## src/design/bbw_pkg.sv

```systemverilog
// Shared types, constants and helper functions for the wrap-around box blur.
`default_nettype none
package bbw_pkg;

  // Frame store geometry
  localparam int MAX_WIDTH  = 256;
  localparam int MAX_HEIGHT = 256;
  localparam int ADDR_W     = $clog2(MAX_WIDTH * MAX_HEIGHT);
  localparam int PIX_W      = 24;

  // Field and arithmetic widths
  localparam int COORD_W = 8;
  localparam int CHAN_W  = 8;
  localparam int CFG_W   = 9;
  localparam int WGT_W   = 16;
  localparam int SUM_W   = 12;
  localparam int PROD_W  = SUM_W + WGT_W;
  localparam int FRAC_W  = 16;
  localparam int IDX_W   = 2;
  localparam int DATA_W  = 16;

  // Register reset values
  localparam logic [CFG_W-1:0] WIDTH_RST  = CFG_W'(256);
  localparam logic [CFG_W-1:0] HEIGHT_RST = CFG_W'(256);
  localparam logic [WGT_W-1:0] WEIGHT_RST = WGT_W'(6554);

  localparam logic [CHAN_W-1:0] CHAN_MAX = {CHAN_W{1'b1}};

  // Register indexes
  typedef enum logic [IDX_W-1:0] {
    REG_WIDTH  = 2'd0,
    REG_HEIGHT = 2'd1,
    REG_WEIGHT = 2'd2
  } reg_idx_t;

  // Request functions
  typedef enum logic {
    FN_LOAD  = 1'b0,
    FN_QUERY = 1'b1
  } func_t;

  typedef enum logic [2:0] {
    ST_IDLE,
    ST_READ,
    ST_LAST,
    ST_MUL,
    ST_PUSH
  } state_t;

  typedef struct packed {
    logic               func;
    logic [COORD_W-1:0] row;
    logic [COORD_W-1:0] col;
    logic [CHAN_W-1:0]  red_in;
    logic [CHAN_W-1:0]  green_in;
    logic [CHAN_W-1:0]  blue_in;
  } in_item_t;

  typedef struct packed {
    logic [CHAN_W-1:0] red_out;
    logic [CHAN_W-1:0] green_out;
    logic [CHAN_W-1:0] blue_out;
    logic              range_error;
  } out_item_t;

  typedef struct packed {
    logic [CFG_W-1:0] frame_width;
    logic [CFG_W-1:0] frame_height;
    logic [WGT_W-1:0] tap_weight;
  } cfg_t;

  typedef struct packed {
    logic              we;
    logic [ADDR_W-1:0] addr;
    logic [PIX_W-1:0]  wdata;
  } mem_req_t;

  // Zero acts as one, anything above the maximum acts as the maximum
  function automatic logic [CFG_W-1:0] clamp_size(input logic [CFG_W-1:0] v,
                                                  input int maxv);
    logic [CFG_W-1:0] r;
    r = v;
    if (v == '0) r = CFG_W'(1);
    else if (int'(v) > maxv) r = CFG_W'(maxv);
    return r;
  endfunction

  function automatic logic [ADDR_W-1:0] pix_addr(input logic [CFG_W-1:0] r,
                                                 input logic [CFG_W-1:0] c);
    return ADDR_W'(int'(r) * MAX_WIDTH + int'(c));
  endfunction

  // Truncate the Q12.16 product to an integer and saturate
  function automatic logic [CHAN_W-1:0] sat_chan(input logic [PROD_W-1:0] p);
    logic [PROD_W-FRAC_W-1:0] ip;
    ip = p[PROD_W-1:FRAC_W];
    return (ip > (PROD_W-FRAC_W)'(CHAN_MAX)) ? CHAN_MAX : ip[CHAN_W-1:0];
  endfunction

endpackage
`default_nettype wire

```

## src/design/bbw_ctrl.sv

```systemverilog
// Request sequencer: pixel loads, nine-tap neighbourhood reads, weighting and result register.
`default_nettype none
module bbw_ctrl (
  input  wire logic                clk,
  input  wire logic                rst,
  input  wire bbw_pkg::cfg_t       cfg,
  input  wire logic                req_valid,
  output logic                     req_ready,
  input  wire bbw_pkg::in_item_t   req_data,
  output logic                     rsp_valid,
  input  wire logic                rsp_ready,
  output bbw_pkg::out_item_t       rsp_data,
  output bbw_pkg::mem_req_t        mem_req,
  input  wire logic [bbw_pkg::PIX_W-1:0] mem_rdata
);
  import bbw_pkg::*;

  state_t state, state_next;

  logic [1:0]       ri, ci;
  logic [CFG_W-1:0] row_p, row_c, row_n;
  logic [CFG_W-1:0] col_p, col_c, col_n;
  logic [SUM_W-1:0] sum_r, sum_g, sum_b;
  logic [PROD_W-1:0] prod_r, prod_g, prod_b;
  logic             rd_pending;
  logic             err;

  logic [CFG_W-1:0] w, h, row9, col9, row_inc, col_inc;
  logic [CFG_W-1:0] tap_row, tap_col;
  logic             accept, in_range, last_tap, slot_free;
  out_item_t        res;

  // Frame size and request decode
  assign w       = clamp_size(cfg.frame_width, MAX_WIDTH);
  assign h       = clamp_size(cfg.frame_height, MAX_HEIGHT);
  assign row9    = {1'b0, req_data.row};
  assign col9    = {1'b0, req_data.col};
  assign row_inc = row9 + CFG_W'(1);
  assign col_inc = col9 + CFG_W'(1);
  assign in_range = (row9 < h) && (col9 < w);
  assign req_ready = (state == ST_IDLE);
  assign accept    = req_valid && req_ready;
  assign last_tap  = (ri == 2'd2) && (ci == 2'd2);
  assign slot_free = !rsp_valid || rsp_ready;

  // Select the neighbour for the current tap
  always_comb begin
    case (ri)
      2'd0:    tap_row = row_p;
      2'd1:    tap_row = row_c;
      default: tap_row = row_n;
    endcase
    case (ci)
      2'd0:    tap_col = col_p;
      2'd1:    tap_col = col_c;
      default: tap_col = col_n;
    endcase
  end

  // Result word: error or saturated weighted sums
  always_comb begin
    if (err) begin
      res = '{red_out: '0, green_out: '0, blue_out: '0, range_error: 1'b1};
    end else begin
      res = '{red_out: sat_chan(prod_r), green_out: sat_chan(prod_g),
              blue_out: sat_chan(prod_b), range_error: 1'b0};
    end
  end

  // Next state and memory request
  always_comb begin
    state_next    = state;
    mem_req.we    = 1'b0;
    mem_req.addr  = pix_addr(tap_row, tap_col);
    mem_req.wdata = {req_data.red_in, req_data.green_in, req_data.blue_in};
    case (state)
      ST_IDLE: begin
        mem_req.addr = pix_addr(row9, col9);
        if (accept) begin
          if (!in_range) begin
            state_next = ST_PUSH;
          end else if (req_data.func == FN_QUERY) begin
            state_next = ST_READ;
          end else begin
            mem_req.we = 1'b1;
          end
        end
      end
      ST_READ: begin
        if (last_tap) state_next = ST_LAST;
      end
      ST_LAST: state_next = ST_MUL;
      ST_MUL:  state_next = ST_PUSH;
      ST_PUSH: begin
        if (slot_free) state_next = ST_IDLE;
      end
      default: state_next = ST_IDLE;
    endcase
  end

  // State register and control flags
  always_ff @(posedge clk) begin
    if (rst) begin
      state      <= ST_IDLE;
      rd_pending <= 1'b0;
      rsp_valid  <= 1'b0;
    end else begin
      state      <= state_next;
      rd_pending <= (state == ST_READ);
      if (state == ST_PUSH && slot_free) begin
        rsp_valid <= 1'b1;
      end else if (rsp_ready) begin
        rsp_valid <= 1'b0;
      end
    end
  end

  // Datapath: latch neighbours, step taps, accumulate, weight, hold result
  always_ff @(posedge clk) begin
    if (accept) begin
      err   <= !in_range;
      ri    <= 2'd0;
      ci    <= 2'd0;
      sum_r <= '0;
      sum_g <= '0;
      sum_b <= '0;
      row_c <= row9;
      col_c <= col9;
      row_p <= (req_data.row == '0) ? h - CFG_W'(1) : row9 - CFG_W'(1);
      col_p <= (req_data.col == '0) ? w - CFG_W'(1) : col9 - CFG_W'(1);
      row_n <= (row_inc >= h) ? '0 : row_inc;
      col_n <= (col_inc >= w) ? '0 : col_inc;
    end else begin
      if (state == ST_READ) begin
        if (ci == 2'd2) begin
          ci <= 2'd0;
          ri <= ri + 2'd1;
        end else begin
          ci <= ci + 2'd1;
        end
      end
      if (rd_pending) begin
        sum_r <= sum_r + SUM_W'(mem_rdata[23:16]);
        sum_g <= sum_g + SUM_W'(mem_rdata[15:8]);
        sum_b <= sum_b + SUM_W'(mem_rdata[7:0]);
      end
    end
    if (state == ST_MUL) begin
      prod_r <= PROD_W'(sum_r) * PROD_W'(cfg.tap_weight);
      prod_g <= PROD_W'(sum_g) * PROD_W'(cfg.tap_weight);
      prod_b <= PROD_W'(sum_b) * PROD_W'(cfg.tap_weight);
    end
    if (state == ST_PUSH && slot_free) begin
      rsp_data <= res;
    end
  end

  // Stores happen only while idle
  assert property (@(posedge clk) disable iff (rst) mem_req.we |-> state == ST_IDLE)
    else $error("frame write outside idle");

  // Read data is consumed only in the cycle after a tap was issued
  assert property (@(posedge clk) disable iff (rst) rd_pending |-> $past(state) == ST_READ)
    else $error("accumulate without a pending read");

  // The ninth tap hands over to the final accumulate
  assert property (@(posedge clk) disable iff (rst)
                   (state == ST_READ && last_tap) |=> state == ST_LAST)
    else $error("tap sequence overran");

  // An error result carries zero channels
  assert property (@(posedge clk) disable iff (rst)
                   (rsp_valid && rsp_data.range_error) |->
                   (rsp_data.red_out == '0 && rsp_data.green_out == '0 &&
                    rsp_data.blue_out == '0))
    else $error("error result with non-zero channels");

endmodule
`default_nettype wire

```

## config.mk

```make
export PLATFORM = sky130hd
export DESIGN_NAME = bbw_ctrl
export DESIGN_NICKNAME = d
export VERILOG_FILES = /design/src/design/bbw_pkg.sv /design/src/design/bbw_ctrl.sv
export SDC_FILE = /design/constraint.sdc
export NUM_CORES = 2
export LEC_CHECK = 0
export BUFFER_PORTS_ARGS = -buffer_cell sky130_fd_sc_hd__buf_2
export CORE_AREA = 2 2 206 259
export CTS_CLUSTER_DIAMETER = 40
export DETAILED_ROUTE_END_ITERATION = 16
export DIE_AREA = 0 0 208 261
export PLACE_DENSITY = 0.67
export SLEW_MARGIN = 20
export SYNTH_ARGS = -nofsm -noshare
export SYNTH_HDL_FRONTEND = slang
export SYNTH_SLANG_ARGS = --single-unit
```

## constraint.sdc

```tcl
create_clock -name clk -period 13.6 [get_ports clk]
set_input_delay 0.68 -clock clk [delete_from_list [all_inputs] [get_ports clk]]
set_output_delay 0.68 -clock clk [all_outputs]
set_load 0.05 [all_outputs]
```

==> flow_summary.ini <==
[run_status]
status = complete, no violations

[setup_path]
crit_fanout = 18
r2r-end = prod_b[27]$_DFFE_PP_
critPathLaunch = sum_b[3]$_SDFFE_PP0P_
path_cells = nand2_1 > fa_1 > fa_1 > inv_1 > fa_1 > fa_1 > inv_1 > fa_1 > inv_1 > ha_1 > nand3_2 > o22ai_1 > o31ai_1 > o21bai_2 > a31oi_1 > o31ai_2 > nor4_2 > nor3_2 > xnor2_1
rr_worst_depth = 19
max_stage_delay_ns = 0.91
path_class = reg -> reg
crit_end = prod_b[27]$_DFFE_PP_
worst_ep_required_time_ns = 13.82
crit_path_frequent_cell = fa_1
reg2reg_slack_ns = 7.49
crit_path_top_delay_cell = dfxtp_1
cp.arrival_ns = 6.33
critPathLaunchType = flip-flop
worst_r2r_startpoint = sum_b[3]$_SDFFE_PP0P_
end_kind = flip-flop

[detailed_routing]
ant_nets = 0
routed_wl_microns = 57200
vias_per_cell = 5.31
drtPass1Iterations = 5
drc = 0
num_vias = 18600
wl_per_cell_microns = 16.4
drtIter0Drc = 958

[cells_and_area]
stdcell_count = 3498
syn_to_final_growth_pct = 5.24
drive_above_1_share_pct = 7.29
post-route-util_pct = 52.0
fin_area_sq_mm = 0.0270
finalNetCount = 3590

[floorplan]
dieArea_sq_mm = 0.0543
row_count = 94
die_y_microns = 261
ioPinCount = 171
die_w_microns = 208
start_util_pct = 49.4
coreArea_sq_mm = 0.0520

[sta]
worst_pin_slew_ns = 0.944
skew_ns = 0.0159
slew_violations = 0
post-route-period-util_pct = 45.0
tns_ns = 0
rsz0062_at_grt = false
max_freq_mhz = 164
slew_headroom_pct = 37.0
hold_viol_final = 0
setup_viol = 0
period_minus_slack_ns = 6.11

[min_path]
min_path_type = in -> reg

[yosys]
synthArstFlopShare_pct = 0
synth.avg_cell_area_sq_um = 9.04
synth_ff_type = edfxtp_1
ys_warn_count = 0
ys_types = 85
syn-instance-count = 2841
synth_edf_count = 112
seq_area_frac_synth_pct = 16.6
syn_area_sq_mm = 0.0257
ys_seq_elements = 157
syn_nets = 3619

[cts]
cts.sink_count = 157
cts_buffers = 17
cts_max_level = 4
post_cts_buffers = 0
root_buffer = clkbuf_16
cts_resized = 0
holdBufCountCts = 0
cts.clk_slew.worst_paths_ns = 0.08
cts_tree = yes
clk_latency_ns = 0.47
cts_max_path_buffers = 2

[grt]
grt_max_degree = 92
overflow = 0
grt_pass1_wl_microns = 99000
track_usage_pct = 22.5
antenna_found_initial = 1
grt_pass1_vias = 20500

[power]
peakVddDrop_mv = 0.0951
pwr_density_cell_mw_per_mm2 = 95.6
p_leak_uw = 0.0134
power_uw = 2580

[placed_design]
post_dp_cell_area_sq_mm = 0.0264
portBuffers = 122
dp.cells = 3465
dp_hpwl_microns = 43200
gp_congestion = 0.881

[flow_run]
max_cap_viol_count = 0
final cells by class:
class,instances,area [sq um]
diodes,1,2.50
clock buffers,17,425
clock inverters,15,166
fillers,4838,25000
inverters,547,2050
multi-input cells,1959,18600
flip-flops and latches,157,4260
well taps,672,841
repair buffers,130,674
layout by cell type (no fill, tap or decap), drive strengths merged, types with 5 or more instances in the layout:
cell type,Yosys,routed
a211o,5,5
a211oi,8,8
a21boi,6,6
a21o,15,15
a21oi,92,92
a22o,5,5
a31oi,5,5
and2,195,195
and3,10,10
buf,33,130
clkbuf,145,17
clkinv,2,8
dfxtp,45,45
edfxtp,112,112
fa,420,420
ha,255,255
inv,545,553
mux2i,22,22
nand2,438,438
nand2b,8,8
nand3,21,21
nand3b,5,5
nand4b,6,6
nor2,158,158
nor2b,26,26
nor3,29,29
nor4,8,8
o21a,21,21
o21ai,56,56
o31ai,8,8
or2,5,5
or4,5,5
xnor2,54,54
xor2,27,27
where the power goes:
part / total, uW / internal [uW] / leakage, uW / switching (uW)
registers: 708 / 586 / 0.00142 / 122
clock network: 497 / 247 / 0.000288 / 249
logic: 1380 / 536 / 0.0117 / 842
total: 2580 / 1370 / 0.0134 / 1210
through the flow:
step | hold slack (ns) | setup WS [ns]
detailed placement | 0.542 | 7.11
global route | 0.446 | 7.09
CTS | 0.421 | 7.47
finish | 0.456 | 7.49
global placement | 0.504 | 7.21
floorplan | 0.480 | 7.72
logic make-up after synthesis:
family	Yosys count	share of synthesized area, %
flops	157	16.6
mux	24	0.946
compound gates	252	6.44
fa+ha+maj	675	45.2
xor+xnor	81	2.76
buf+inv	725	11.0
simple gates	927	17.0
cell usage after synthesis (5+ instances only):
cell,n,area share [%]
edfxtp_1,112,13
xnor2_1,54,1.8
o21ai_1,18,0.35
a211oi_1,5,0.15
inv_1,544,8.0
xor2_1,27,0.92
mux2i_1,22,0.86
nor2_1,157,2.3
nand2_1,437,6.4
buf_2,6,0.12
a22o_1,5,0.17
buf_4,25,0.73
nor3_1,27,0.53
o31ai_1,5,0.15
and3_1,10,0.24
o21ai_0,36,0.70
a21o_1,15,0.44
a211o_1,5,0.17
fa_1,420,33
nor2b_1,26,0.63
o21a_1,19,0.56
nand2b_1,8,0.19
nand4b_1,5,0.17
nand3_1,20,0.39
dfxtp_1,45,3.5
and2_1,194,4.7
ha_1,255,12
clkbuf_1,145,2.1
a21oi_1,91,1.8
worst min path at each step:
stage	slack, ns	from	depth (start not counted)	endpoint
after floorplan	0.48	state[2]$_SDFFE_PP0P_	2	rsp_valid$_SDFFE_PP0P_
after global placement	0.50	ri[1]$_SDFFE_PP0P_	2	ri[1]$_SDFFE_PP0P_
after detailed placement	0.54	prod_r[16]$_DFFE_PP_	2	rsp_data[17]$_SDFFCE_PP0P_
after CTS	0.42	rst	2	rd_pending$_SDFF_PP0_
after global routing	0.45	rst	2	rd_pending$_SDFF_PP0_
final	0.46	rst	2	rsp_valid$_SDFFE_PP0P_
flip-flops by register name, summed over array words and instances, names as in the netlist:
name        flops
rd_pending      1
row_n           8
col_c           8
row_c           8
err             1
col_p           9
ci              2
prod_r         12
sum_r          12
prod_b         12
ri              2
sum_g          12
row_p           8
prod_g         12
rsp_data       25
col_n           9
rsp_valid       1
state           3
sum_b          12
worst max-delay path: cells and delay by family, from the launching register on:
kind	cells	cell delay (ns)
AO/OA/AOI/OAI	5	1.31
XOR/XNOR	1	0.09
adder cells (fa/ha/maj)	6	2.79
buffers and inverters	3	0.15
flip-flops	1	0.91
AND/OR/NAND/NOR	4	0.61
per-layer routing:
| metal | vias to the layer above | track usage [%] | part of all wire [%] |
|---|---|---|---|
| met5 | - | 0 | 0 |
| met4 | 0 | 7.01 | 2.2 |
| met3 | 90 | 3.15 | 5.5 |
| met2 | 517 | 41.0 | 53 |
| met1 | 9355 | 27.5 | 40 |
| li1 | 8625 | - | - |
Power figures use the tool's default switching activity.
